### src/sv/jsu_pkg.sv
package jsu_pkg;

	localparam int unsigned CAP_W   = 9;
	localparam int unsigned CFG_IDX_W = 1;
	localparam int unsigned RES_SLOTS = 3;

	// register indexes of the configuration port
	localparam logic [CFG_IDX_W-1:0] CFG_OUT_CAPACITY   = 1'b0;
	localparam logic [CFG_IDX_W-1:0] CFG_DISCARD_OUTPUT = 1'b1;

	localparam logic [CAP_W-1:0] CAP_RESET = 9'd24;
	localparam logic [CAP_W-1:0] CAP_MAX   = 9'd256;

	// result kinds
	localparam logic [1:0] KIND_DATA = 2'd0;
	localparam logic [1:0] KIND_DONE = 2'd1;
	localparam logic [1:0] KIND_ERR  = 2'd2;

	// characters of interest
	localparam logic [7:0] CH_NUL   = 8'h00;
	localparam logic [7:0] CH_TAB   = 8'h09;
	localparam logic [7:0] CH_LF    = 8'h0A;
	localparam logic [7:0] CH_CR    = 8'h0D;
	localparam logic [7:0] CH_SPACE = 8'h20;
	localparam logic [7:0] CH_QUOTE = 8'h22;
	localparam logic [7:0] CH_BSL   = 8'h5C;
	localparam logic [7:0] CH_LO_B  = 8'h62;
	localparam logic [7:0] CH_LO_F  = 8'h66;
	localparam logic [7:0] CH_LO_N  = 8'h6E;
	localparam logic [7:0] CH_LO_R  = 8'h72;
	localparam logic [7:0] CH_LO_T  = 8'h74;
	localparam logic [7:0] CH_LO_U  = 8'h75;
	localparam logic [7:0] CH_BS    = 8'h08;
	localparam logic [7:0] CH_FF    = 8'h0C;

	// utf-8 encoding
	localparam logic [15:0] CP_1B_LIM    = 16'h0080;
	localparam logic [15:0] CP_2B_LIM    = 16'h0800;
	localparam logic [7:0]  UTF8_LEAD2   = 8'hC0;
	localparam logic [7:0]  UTF8_LEAD3   = 8'hE0;
	localparam logic [7:0]  UTF8_CONT    = 8'h80;

	typedef enum logic [2:0] {
		PH_SEEK = 3'd0,
		PH_STR  = 3'd1,
		PH_ESC  = 3'd2,
		PH_HEX0 = 3'd3,
		PH_HEX1 = 3'd4,
		PH_HEX2 = 3'd5,
		PH_HEX3 = 3'd6
	} phase_t;

	typedef struct packed {
		logic [7:0] out_byte;
		logic [1:0] kind;
		logic [7:0] length;
		logic       last;
	} result_t;

	typedef struct packed {
		logic [CAP_W-1:0] out_capacity;
		logic             discard_output;
	} cfg_t;

	// bit 4 set marks a byte that is not a hex digit
	function automatic logic [4:0] hexval(input logic [7:0] b);
		logic [4:0] v;
		if (b >= 8'h30 && b <= 8'h39) begin
			v = 5'(b - 8'h30);
		end else if (b >= 8'h61 && b <= 8'h66) begin
			v = 5'(b - 8'h57);
		end else if (b >= 8'h41 && b <= 8'h46) begin
			v = 5'(b - 8'h37);
		end else begin
			v = 5'd16;
		end
		return v;
	endfunction

endpackage

### src/sv/jsu_if.sv
interface jsu_in_if;
	import jsu_pkg::*;
	logic       valid;
	logic       ready;
	logic [7:0] in_byte;
	modport source(output valid, output in_byte, input ready);
	modport sink(input valid, input in_byte, output ready);
endinterface

interface jsu_out_if;
	import jsu_pkg::*;
	logic       valid;
	logic       ready;
	logic [7:0] out_byte;
	logic [1:0] kind;
	logic [7:0] length;
	logic       last;
	modport source(output valid, output out_byte, output kind, output length, output last,
		input ready);
	modport sink(input valid, input out_byte, input kind, input length, input last,
		output ready);
endinterface

### src/sv/jsu_decode.sv
module jsu_decode
	import jsu_pkg::*;
(
	input  logic       clk,
	input  logic       arst_n,
	input  logic       en,
	input  logic [7:0] byte_s1,
	input  cfg_t       cfg,
	output result_t    res [RES_SLOTS],
	output logic [1:0] n_res
);

	phase_t      phase_q, phase_d;
	logic [11:0] acc_q, acc_d;
	logic [7:0]  wc_q, wc_d;

	logic [CAP_W-1:0] cap_eff;
	logic             lt1, lt2, lt3;
	logic [4:0]       hx;
	logic [15:0]      cp;
	logic [7:0]       esc_byte;
	logic             is_ws;

	logic [2:0]       em;
	logic [7:0]       bb [RES_SLOTS];
	logic             fin_en;
	logic [1:0]       fin_kind;
	logic             fin_zero_len;

	assign cap_eff = (cfg.out_capacity > CAP_MAX) ? CAP_MAX : cfg.out_capacity;
	// room for one, two or three more bytes keeping the count below capacity, unless output is discarded
	assign lt1 = !cfg.discard_output && (({1'b0, wc_q} + 9'd1) < cap_eff);
	assign lt2 = !cfg.discard_output && (({1'b0, wc_q} + 9'd2) < cap_eff);
	assign lt3 = !cfg.discard_output && (({1'b0, wc_q} + 9'd3) < cap_eff);

	assign hx = hexval(byte_s1);
	assign cp = {acc_q, hx[3:0]};
	assign is_ws = (byte_s1 == CH_SPACE) || (byte_s1 == CH_TAB) ||
		(byte_s1 == CH_LF) || (byte_s1 == CH_CR);

	always_comb begin
		unique case (byte_s1)
			CH_LO_B: esc_byte = CH_BS;
			CH_LO_F: esc_byte = CH_FF;
			CH_LO_N: esc_byte = CH_LF;
			CH_LO_R: esc_byte = CH_CR;
			CH_LO_T: esc_byte = CH_TAB;
			default: esc_byte = byte_s1;
		endcase
	end

	// which bytes go out and whether this byte ends the string
	always_comb begin
		em           = '0;
		bb           = '{default: '0};
		fin_en       = 1'b0;
		fin_kind     = KIND_ERR;
		fin_zero_len = 1'b0;
		unique case (phase_q)
			PH_SEEK: begin
				if (!is_ws && byte_s1 != CH_QUOTE) begin
					fin_en       = 1'b1;
					fin_zero_len = 1'b1;
				end
			end
			PH_STR: begin
				if (byte_s1 == CH_NUL) begin
					fin_en = 1'b1;
				end else if (byte_s1 == CH_QUOTE) begin
					fin_en   = 1'b1;
					fin_kind = KIND_DONE;
				end else if (byte_s1 != CH_BSL) begin
					bb[0] = byte_s1;
					em[0] = lt1;
				end
			end
			PH_ESC: begin
				if (byte_s1 == CH_NUL) begin
					fin_en = 1'b1;
				end else if (byte_s1 != CH_LO_U) begin
					bb[0] = esc_byte;
					em[0] = lt1;
				end
			end
			PH_HEX0, PH_HEX1, PH_HEX2: begin
				fin_en = hx[4];
			end
			PH_HEX3: begin
				if (hx[4]) begin
					fin_en = 1'b1;
				end else if (cp < CP_1B_LIM) begin
					bb[0] = cp[7:0];
					em[0] = lt1;
				end else if (cp < CP_2B_LIM) begin
					bb[0] = UTF8_LEAD2 | {3'd0, cp[10:6]};
					bb[1] = UTF8_CONT | {2'd0, cp[5:0]};
					em[0] = lt1;
					em[1] = lt2;
				end else begin
					// leading pair needs room for two, the tail is checked after it
					bb[0] = UTF8_LEAD3 | {4'd0, cp[15:12]};
					bb[1] = UTF8_CONT | {2'd0, cp[11:6]};
					bb[2] = UTF8_CONT | {2'd0, cp[5:0]};
					em[0] = lt2;
					em[1] = lt2;
					em[2] = lt2 ? lt3 : lt1;
				end
			end
			default: begin
			end
		endcase
	end

	// next state
	always_comb begin
		phase_d = phase_q;
		acc_d   = acc_q;
		wc_d    = wc_q + {7'd0, em[0]} + {7'd0, em[1]} + {7'd0, em[2]};
		if (fin_en) begin
			phase_d = PH_SEEK;
			acc_d   = '0;
			wc_d    = '0;
		end else begin
			unique case (phase_q)
				PH_SEEK: begin
					if (byte_s1 == CH_QUOTE) begin
						phase_d = PH_STR;
						acc_d   = '0;
						wc_d    = '0;
					end
				end
				PH_STR: begin
					if (byte_s1 == CH_BSL) begin
						phase_d = PH_ESC;
					end
				end
				PH_ESC: begin
					if (byte_s1 == CH_LO_U) begin
						phase_d = PH_HEX0;
						acc_d   = '0;
					end else begin
						phase_d = PH_STR;
					end
				end
				PH_HEX0, PH_HEX1, PH_HEX2: begin
					acc_d   = {acc_q[7:0], hx[3:0]};
					phase_d = phase_t'(phase_q + 3'd1);
				end
				PH_HEX3: begin
					phase_d = PH_STR;
					acc_d   = '0;
				end
				default: begin
					phase_d = PH_SEEK;
					acc_d   = '0;
					wc_d    = '0;
				end
			endcase
		end
	end

	// pack the emitted results in order, last flag on the final one
	always_comb begin
		logic [7:0] w;
		logic [1:0] n;
		res = '{default: '0};
		n   = '0;
		w   = wc_q;
		for (int i = 0; i < RES_SLOTS; i++) begin
			if (em[i]) begin
				w      = w + 8'd1;
				res[n] = '{out_byte: bb[i], kind: KIND_DATA, length: w, last: 1'b0};
				n      = n + 2'd1;
			end
		end
		if (fin_en) begin
			res[n] = '{out_byte: 8'd0, kind: fin_kind,
				length: (fin_zero_len ? 8'd0 : wc_q), last: 1'b0};
			n      = n + 2'd1;
		end
		if (n != 2'd0) begin
			res[n - 2'd1].last = 1'b1;
		end
		n_res = n;
	end

	always_ff @(posedge clk or negedge arst_n) begin
		if (!arst_n) begin
			phase_q <= PH_SEEK;
			acc_q   <= '0;
			wc_q    <= '0;
		end else if (en) begin
			phase_q <= phase_d;
			acc_q   <= acc_d;
			wc_q    <= wc_d;
		end
	end

endmodule

### src/sv/jsu_rbuf.sv
module jsu_rbuf
	import jsu_pkg::*;
(
	input  logic       clk,
	input  logic       arst_n,
	input  logic       load,
	input  result_t    res [RES_SLOTS],
	input  logic [1:0] n_res,
	output logic       can_load,
	jsu_out_if.source  tx
);

	logic [1:0] cnt_q;
	result_t    q_q [RES_SLOTS];
	logic       pop;

	assign pop      = tx.valid && tx.ready;
	// a new group fits once the buffer is empty or drains its last word now
	assign can_load = (cnt_q == 2'd0) || (cnt_q == 2'd1 && pop);

	assign tx.valid    = (cnt_q != 2'd0);
	assign tx.out_byte = q_q[0].out_byte;
	assign tx.kind     = q_q[0].kind;
	assign tx.length   = q_q[0].length;
	assign tx.last     = q_q[0].last;

	always_ff @(posedge clk or negedge arst_n) begin
		if (!arst_n) begin
			cnt_q <= '0;
		end else if (load) begin
			cnt_q <= n_res;
		end else if (pop) begin
			cnt_q <= cnt_q - 2'd1;
		end
	end

	always_ff @(posedge clk) begin
		if (load) begin
			q_q <= res;
		end else if (pop) begin
			q_q[0] <= q_q[1];
			q_q[1] <= q_q[2];
		end
	end

endmodule

### src/sv/json_string_unescape_utf8.sv
// channel  dir  payload                          handshake
// rx       in   in_byte[7:0]                     rx.valid / rx.ready
// tx       out  out_byte[7:0] kind[1:0]          tx.valid / tx.ready
//               length[7:0] last
// cfg      in   cfg_index, cfg_wdata[8:0]        cfg_we, no back-pressure
//
// a byte is held in the input register, then decoded into zero to three result
// words that land in a three-word output buffer
// a new byte is taken every cycle while each byte yields at most one word and tx
// is ready; a byte with more words holds the input as the single tx sends them
// reset returns to seeking the opening quote, capacity 24, output not discarded
// a stalled tx holds the buffer head; the input register keeps its byte until the
// buffer can take its words
module json_string_unescape_utf8
	import jsu_pkg::*;
(
	input  logic                 clk,
	input  logic                 arst_n,
	jsu_in_if.sink               rx,
	jsu_out_if.source            tx,
	input  logic                 cfg_we,
	input  logic [CFG_IDX_W-1:0] cfg_index,
	input  logic [CAP_W-1:0]     cfg_wdata
);

	cfg_t       cfg_q;
	logic       valid_s1;
	logic [7:0] byte_s1;
	logic       can_load;
	logic       process;
	result_t    res [RES_SLOTS];
	logic [1:0] n_res;

	always_ff @(posedge clk or negedge arst_n) begin
		if (!arst_n) begin
			cfg_q.out_capacity   <= CAP_RESET;
			cfg_q.discard_output <= 1'b0;
		end else if (cfg_we) begin
			unique case (cfg_index)
				CFG_OUT_CAPACITY:   cfg_q.out_capacity   <= cfg_wdata;
				CFG_DISCARD_OUTPUT: cfg_q.discard_output <= cfg_wdata[0];
			endcase
		end
	end

	assign process  = valid_s1 && can_load;
	assign rx.ready = !valid_s1 || can_load;

	always_ff @(posedge clk or negedge arst_n) begin
		if (!arst_n) begin
			valid_s1 <= 1'b0;
		end else if (rx.valid && rx.ready) begin
			valid_s1 <= 1'b1;
		end else if (process) begin
			valid_s1 <= 1'b0;
		end
	end

	always_ff @(posedge clk) begin
		if (rx.valid && rx.ready) begin
			byte_s1 <= rx.in_byte;
		end
	end

	jsu_decode u_decode (
		.clk     (clk),
		.arst_n  (arst_n),
		.en      (process),
		.byte_s1 (byte_s1),
		.cfg     (cfg_q),
		.res     (res),
		.n_res   (n_res)
	);

	jsu_rbuf u_rbuf (
		.clk      (clk),
		.arst_n   (arst_n),
		.load     (process),
		.res      (res),
		.n_res    (n_res),
		.can_load (can_load),
		.tx       (tx)
	);

	// a completion or error word always closes its byte's group
	a_end_is_last: assert property (@(posedge clk) disable iff (!arst_n)
		tx.valid && tx.kind != KIND_DATA |-> tx.last)
		else $error("end word without last flag");

	// a data word always counts itself
	a_data_len: assert property (@(posedge clk) disable iff (!arst_n)
		tx.valid && tx.kind == KIND_DATA |-> tx.length != 8'd0)
		else $error("data word with zero length");

	a_kind_code: assert property (@(posedge clk) disable iff (!arst_n)
		tx.valid |-> (tx.kind == KIND_DATA || tx.kind == KIND_DONE || tx.kind == KIND_ERR))
		else $error("undefined result kind");

	// a byte waiting on a full buffer is not overwritten
	a_hold_s1: assert property (@(posedge clk) disable iff (!arst_n)
		valid_s1 && !can_load |=> valid_s1 && $stable(byte_s1))
		else $error("input register lost a pending byte");

endmodule

### src/flat_wrapper.sv
// flat-port wrapper written by rule: the top's interface ports become plain ports
module json_string_unescape_utf8_flat import jsu_pkg::*;
  (clk, arst_n, cfg_we, cfg_index, cfg_wdata, rx_valid, rx_in_byte, rx_ready, tx_valid, tx_out_byte, tx_kind, tx_length, tx_last, tx_ready);
  jsu_in_if rx_i ();
  jsu_out_if tx_i ();
  input  logic clk;
  input  logic arst_n;
  input  logic cfg_we;
  input  logic [CFG_IDX_W-1:0] cfg_index;
  input  logic [CAP_W-1:0] cfg_wdata;
  input wire logic [$bits(rx_i.valid)-1:0] rx_valid;
  input wire logic [$bits(rx_i.in_byte)-1:0] rx_in_byte;
  output wire logic [$bits(rx_i.ready)-1:0] rx_ready;
  output wire logic [$bits(tx_i.valid)-1:0] tx_valid;
  output wire logic [$bits(tx_i.out_byte)-1:0] tx_out_byte;
  output wire logic [$bits(tx_i.kind)-1:0] tx_kind;
  output wire logic [$bits(tx_i.length)-1:0] tx_length;
  output wire logic [$bits(tx_i.last)-1:0] tx_last;
  input wire logic [$bits(tx_i.ready)-1:0] tx_ready;
  assign rx_i.valid = rx_valid;
  assign rx_i.in_byte = rx_in_byte;
  assign rx_ready = rx_i.ready;
  assign tx_valid = tx_i.valid;
  assign tx_out_byte = tx_i.out_byte;
  assign tx_kind = tx_i.kind;
  assign tx_length = tx_i.length;
  assign tx_last = tx_i.last;
  assign tx_i.ready = tx_ready;
  json_string_unescape_utf8 u_core (.clk(clk), .arst_n(arst_n), .rx(rx_i), .tx(tx_i), .cfg_we(cfg_we), .cfg_index(cfg_index), .cfg_wdata(cfg_wdata));
endmodule
### config.mk
export PLATFORM = sky130hd
export DESIGN_NAME = json_string_unescape_utf8_flat
export DESIGN_NICKNAME = d
export VERILOG_FILES = /design/src/sv/jsu_pkg.sv /design/src/sv/jsu_if.sv /design/src/sv/jsu_decode.sv /design/src/sv/jsu_rbuf.sv /design/src/sv/json_string_unescape_utf8.sv /design/src/flat_wrapper.sv
export SDC_FILE = /design/constraint.sdc
export NUM_CORES = 1
export LEC_CHECK = 0
export ABC_AREA = 1
export BUFFER_PORTS_ARGS = -buffer_cell sky130_fd_sc_hd__buf_4
export CAP_MARGIN = 30
export CORE_MARGIN = 2
export CORE_UTILIZATION = 45
export CTS_BUF_LIST = sky130_fd_sc_hd__clkbuf_4
export DETAILED_ROUTE_END_ITERATION = 10
export REMOVE_ABC_BUFFERS = 1
export SLEW_MARGIN = 15
export SYNTH_ARGS = -nofsm -noshare
export SYNTH_HDL_FRONTEND = slang
export SYNTH_SLANG_ARGS = --single-unit
export TNS_END_PERCENT = 30
### constraint.sdc
create_clock -name clk -period 14.3 [get_ports clk]
set_input_delay 2.86 -clock clk [delete_from_list [all_inputs] [get_ports clk]]
set_output_delay 2.86 -clock clk [all_outputs]
set_load 0.02 [all_outputs]
==> results.toml, run 1 <==
[status]
status = "finished clean"

[routing]
drtIter0Drc = 665
routed_wl_mm = 19.3
drtAntennaViolNets = 0
drc = 0
first_pass_iters = 6
vias_per_cell = 5.19
dr_total_vias = 6570
wire_per_inst_um = 15.2

[finish]
fillers = 1680
syn2layout_area_growth_pct = 6.53
layout-drive-gt1-share_pct = 12.7
stdcell_count = 1266
fin_nets = 1116

[clock_network]
clock_latency_ns = 0.50
cts_resized = 0
path_clk_slew_ns = 0.18
postCtsSetupRepairBufs = 0
clockRootBuffer = "clkbuf_4"
cts_max_level = 3
postCtsHoldBufs = 0
cts_sinks = 99
cts_buffer_depth = 2
numCtsBuffers = 9
cts_tree = "yes"

[power_and_ir_drop]
p_per_area_mw_per_mm2 = 160
total_power_uw = 1320
peakVddDrop_mv = 0.0848
p_leak_uw = 0.00376

[synth]
yosys_warnings = 0
async_flop_share_pct = 36.4
netlist_top_cells_count = "nand2_1 (266), inv_1 (124), nor2_1 (89)"
synth_compound_area_share_pct = 13.7
synth_edf_count = 63
yosys.area_share.adder_pct = 8.76
synth_top_area_share_pct = 24.5
synth_top_family_by_area = "simple AND/OR/NAND/NOR gates"
postSynthAreaPerCell_sq_um = 7.53
ys_seq_elements = 99
synthesis.area_sq_mm = 0.00774
ys_top_cells_by_area = "edfxtp_1 (24%), nand2_1 (13%), dfrtp_1 (11%), ha_1 (8.2%), inv_1 (6.0%)"
ys.flop_type = "edfxtp_1"
synth_seq_area_share_pct = 36.1
yosysMostFrequentCell = "nand2_1"
synthMuxAreaShare_pct = 1.02
yosys.area.top_type = "edfxtp_1"
synthXorXnorAreaFrac_pct = 2.04
syn_inst = 1027
ys_types = 55
synth-simple-area-share_pct = 28.0

[floorplan]
die_area_sq_mm = 0.0183
die_height_um = 135
initial_core_util_pct = 46.3
die_w_um = 135
io_pins = 44
core_area_sq_mm = 0.0167
num_rows = 47

[timing]
finalHoldViolCount = 0
maxSlewHeadroom_pct = 42.7
layout_setup_ws_ns = 7.97
fin_tns_setup_ns = 0
fin_crit_sh_pct = 44.3
fmax_ghz = 0.158
slew_viol_final = 0
rsz0062_at_grt = "no"
setup_violations = 0
finalClockSkew_ns = 0.0287
worst_slew_pin_slew_ns = 0.857
holdWs_ns = 0.511
finalCriticalPeriod_ns = 6.33

[min_path]
hold_class = "reg2reg"

[placed_design]
portBuffers = 43
dpl.cell_count = 1249
finalWeightedCongestion = 0.938
hpwl_mm = 15.0
dp_worst_setup_slack_ns = 7.96

[flow_run]
maxCapViolCount = 0

[critical_path]
crit_type = "in2out"
worstSetupEndpointType = "primary output"
cp_max_fo = 3
crit_arrival_ns = 3.47
start_kind = "input port"
required_ns = 11.44

[global_route]
grt_pass1_vias = 5986
gr-total-overflow = 0
grt.total_usage_pct = 21.8
antenna_found_initial = 1
grt_max_degree = 44
grt_pass1_wl_mm = 31.4
## cell type report
type                            count  area (sq um)  share of cell area, %
Multi-Input combinational cell    741          4160                   50.4
Antenna cell                        1          2.50                 0.0304
Clock buffer                        9          67.6                  0.820
Timing Repair Buffer               47           353                   4.28
Inverter                          142           533                   6.47
Clock inverter                      7          58.8                  0.713
Sequential cell                    99          2800                   33.9
Tap cell                          220           275                   3.34
## registers in the layout (all words and copies together), names as in the netlist
name / cells
u_core.valid_s1: 1
u_core.u_decode.wc_q: 8
u_core.u_rbuf.cnt_q: 2
u_core.byte_s1: 8
u_core.u_rbuf.tx.kind: 2
u_core.u_rbuf.q_q: 36
u_core.u_rbuf.tx.out_byte: 8
u_core.u_decode.phase_q: 3
u_core.u_decode.acc_q: 12
u_core.u_rbuf.tx.length: 8
u_core.cfg_q: 10
u_core.u_rbuf.tx.last: 1
## critical path: stages
cell,delay [ns]
buf_4,0.11
a21oi_1,0.20
nand2_1,0.13
buf_4,0.18
## logic make-up (layout without fill, tap and decap cells)
logic type | count (synthesis) | after routing
compound gates | 175 | 175
xor+xnor | 18 | 18
fa+ha+maj | 53 | 53
buf+inv | 187 | 205
flops | 99 | 99
mux | 7 | 7
other cells | 0 | 1
simple gates | 488 | 488
## placed cells by master, fill, tap and decap left out, types with 7 or more instances in the layout
master and n:
xor2_1 17, nand3_2 9, nand2_2 10, o21ai_1 9, ha_1 51, nand4_1 9
nor2_2 11, inv_1 124, inv_2 13, nor2_1 88, dfrtp_1 34, nand2_1 266
nor3_1 14, o21ai_0 64, buf_4 47, clkbuf_4 9, o22ai_1 7, a31oi_1 7
o211ai_1 15, mux2_2 7, a21oi_1 36, edfxtp_1 63, nand3_1 67
## metal layers
layer,global-route usage (%),share of wire (%)
met5,0,0
met4,5.67,1.3
met2,32.7,44
met1,32.7,50
met3,3.42,4.8
## worst paths after layout
kind | slack (ns) | from | to | cells after the start
min | 0.51 | u_core.u_rbuf.q_q[21] | u_core.u_rbuf.tx.length[1] | 2
min reg2reg | 0.51 | u_core.u_rbuf.q_q[21] | u_core.u_rbuf.tx.length[1] | 2
min in group asynchronous | 2.30 | arst_n | u_core.u_decode.phase_q[1] | 1
max | 7.97 | tx_ready | rx_ready | 4
max reg2reg | 8.91 | u_core.u_decode.wc_q[3] | u_core.u_rbuf.q_q[21] | 26
max in group asynchronous | 11.64 | arst_n | u_core.cfg_q[5] | 1
## metrics by stage
step                area (sq um)  util, %
floorplan                   7470        -
global placement            8110     48.6
detailed placement          8110     48.6
CTS                         8240     49.3
global route                8240     49.4
finish                      8240     49.4
## where the power goes
group	leakage [uW]	switching [uW]	internal, uW
Sequential	0.00109	39.6	446
Clock	0.0000644	106	38.8
Combinational	0.00260	483	204
Note: power is estimated with default switching activity, not from simulation.
==> inputs of run 2 (changes only) <==
clock period = 6.2 ns   (was 14.3 ns; I/O delays follow)
==> run 2 against run 1 <==
Count of clock-buffer cells in the layout unchanged. Utilization increased by 0.17 points. Sequential cell count stayed put. Power grew 130%. Sequential share of layout area decreased by 0.12 points. Routed wire length up 3.5%. Clock skew shrank 0.0038 ns. Setup slack worse by 7.2 ns. Register-to-register slack got worse by 8.2 ns. Clock power increased to 2.5 times the previous value. Combinational power grew 130%. Cell area up 0.35%. Largest power group unchanged.
==> results.toml, run 2 (same netlist as run 1, synthesis figures left out) <==
[power_and_ir_drop]
p_int_uw = 1600
clkPwrFrac_pct = 11.8
combPwrFrac_pct = 51.8
p_sw_share_pct = 48.0
peakVddDrop_mv = 0.205
p_per_area_mw_per_mm2 = 372
p_sw_uw = 1480
p_leak_uw = 0.00377
seq_power_share_pct = 36.4

[global_route]
grt_max_degree = 41
grt_pass1_vias = 6356
grt.total_usage_pct = 22.7
grt_pass1_wl_mm = 33.0
antenna_found_initial = 0
gr-total-overflow = 0

[timing]
layout_setup_ws_ns = 0.730
rsz0062_at_grt = "no"
maxSlewHeadroom_pct = 46.4
setup_violations = 0
holdWs_ns = 0.530
worst_slew_pin_slew_ns = 0.801
finalClockSkew_ns = 0.0248
fmax_ghz = 0.183
slew_viol_final = 0
fin_tns_setup_ns = 0
fin_crit_sh_pct = 88.2
finalHoldViolCount = 0
finalCriticalPeriod_ns = 5.47

[clock_network]
postCtsSetupRepairBufs = 0
cts_buffer_depth = 2
path_clk_slew_ns = 0.16
cts_sinks = 99
numCtsBuffers = 9
cts_tree = "yes"
cts_max_level = 3
cts_resized = 0
clockRootBuffer = "clkbuf_4"
clock_latency_ns = 0.52
postCtsHoldBufs = 0

[critical_path]
worstSetupEndpointType = "register"
crit_end = "u_core.u_rbuf.q_q[6]"
crit_type = "reg2reg"
rrSetupSlack_ns = 0.73
r2r_cells = 23
required_ns = 6.53
worstSetupStartpoint = "u_core.u_decode.wc_q[2]"
start_kind = "register"
crit_arrival_ns = 5.80
timing.rr.end = "u_core.u_rbuf.q_q[6]"
cp_max_fo = 39
r2r-start = "u_core.u_decode.wc_q[2]"

[floorplan]
io_pins = 44
initial_core_util_pct = 46.3
die_area_sq_mm = 0.0183
core_area_sq_mm = 0.0167
num_rows = 47
die_height_um = 135
die_w_um = 135

[placed_design]
dpl.cell_count = 1250
portBuffers = 43
placed_cell_area_sq_mm = 0.00812
finalWeightedCongestion = 0.948
dp_worst_setup_slack_ns = 0.950
hpwl_mm = 15.5

[min_path]
hold_class = "reg2reg"
holdPathStages = 2

[routing]
dr_total_vias = 6815
drtAntennaViolNets = 0
routed_wl_mm = 20.0
first_pass_iters = 6
drtIter0Drc = 696
wire_per_inst_um = 15.8
vias_per_cell = 5.38
drc = 0

[finish]
largest_register_ffs = 36
largestRegisters = "u_core.u_rbuf.q_q: 36 flops, u_core.u_decode.acc_q: 12 flops, u_core.cfg_q: 10 flops"
layout-drive-gt1-share_pct = 12.9
fin_nets = 1117
final_common_cell = "nand2_1"
top_register = "u_core.u_rbuf.q_q"
stdcell_count = 1266
fin_area_sq_mm = 0.00827
final_cell_mix = "nand2_1 (266), inv_1 (124), nor2_1 (88)"
syn2layout_area_growth_pct = 6.90
fillers = 1738
antenna_cells = 0

[flow_run]
maxCapViolCount = 0

[status]
status = "finished clean"
run 2: final cells by class:
cell class | instances | area (sq um) | share of cell area [%]
clock buffer | 9 | 67.6 | 0.817
clock inverter | 7 | 82.6 | 0.998
inverter | 142 | 533 | 6.44
multi-input combinational | 741 | 4160 | 50.3
sequential | 99 | 2800 | 33.8
tap | 220 | 275 | 3.33
timing repair buffer | 48 | 360 | 4.36
run 2: through the flow:
step           utilization [%]  total power [uW]
4_1_cts                   49.5              3080
3_3_place_gp              48.6              2710
2_1_floorplan                -              2220
5_1_grt                   49.5              3340
3_5_place_dp              48.6              2720
6_report                  49.5              3070
run 2: how the worst min path moves through the flow:
stage	startpoint	slack, ns	endpoint
finish	u_core.u_decode.acc_q[1]	0.53	u_core.u_decode.acc_q[5]
global route	u_core.u_rbuf.q_q[34]	0.56	u_core.u_rbuf.tx.out_byte[4]
detailed placement	u_core.u_decode.acc_q[1]	0.50	u_core.u_decode.acc_q[5]
global placement	u_core.u_rbuf.q_q[19]	0.50	u_core.u_rbuf.tx.last
floorplan	u_core.cfg_q[1]	0.47	u_core.cfg_q[1]
CTS	u_core.u_rbuf.q_q[5]	0.53	u_core.u_rbuf.q_q[24]
run 2: critical path, cell delays in order (launching register included):
cell	delay, ns
dfrtp_1	0.57
inv_1	0.21
nor3_1	0.43
nand2_1	0.13
xor2_1	0.27
ha_1	0.29
nand2_1	0.06
nand2_1	0.06
a21oi_1	0.12
nand3_1	0.23
nand2_1	0.18
nand3_4	0.13
nand2_8	0.24
ha_1	0.28
inv_1	0.10
nor2_2	0.08
inv_2	0.24
nand2_1	0.19
ha_1	0.23
nand2_1	0.24
inv_1	0.17
nor3_2	0.28
inv_1	0.29
o21ai_0	0.29
run 2: metal layers:
layer	share of wire [%]	GRT usage (%)	vias up
met3	6.8	3.30	26
li1	-	-	3407
met4	1.4	6.25	0
met1	48	34.2	3119
met5	0	0	-
met2	43	34.1	263
run 2: power by group through the flow:
stage          Clock (uW)  Sequential [uW]  Combinational, uW
2_1_floorplan           0             1220               1000
3_3_place_gp            0             1130               1570
3_5_place_dp            0             1140               1580
4_1_cts               372             1120               1590
5_1_grt               396             1140               1800
6_report              364             1120               1590
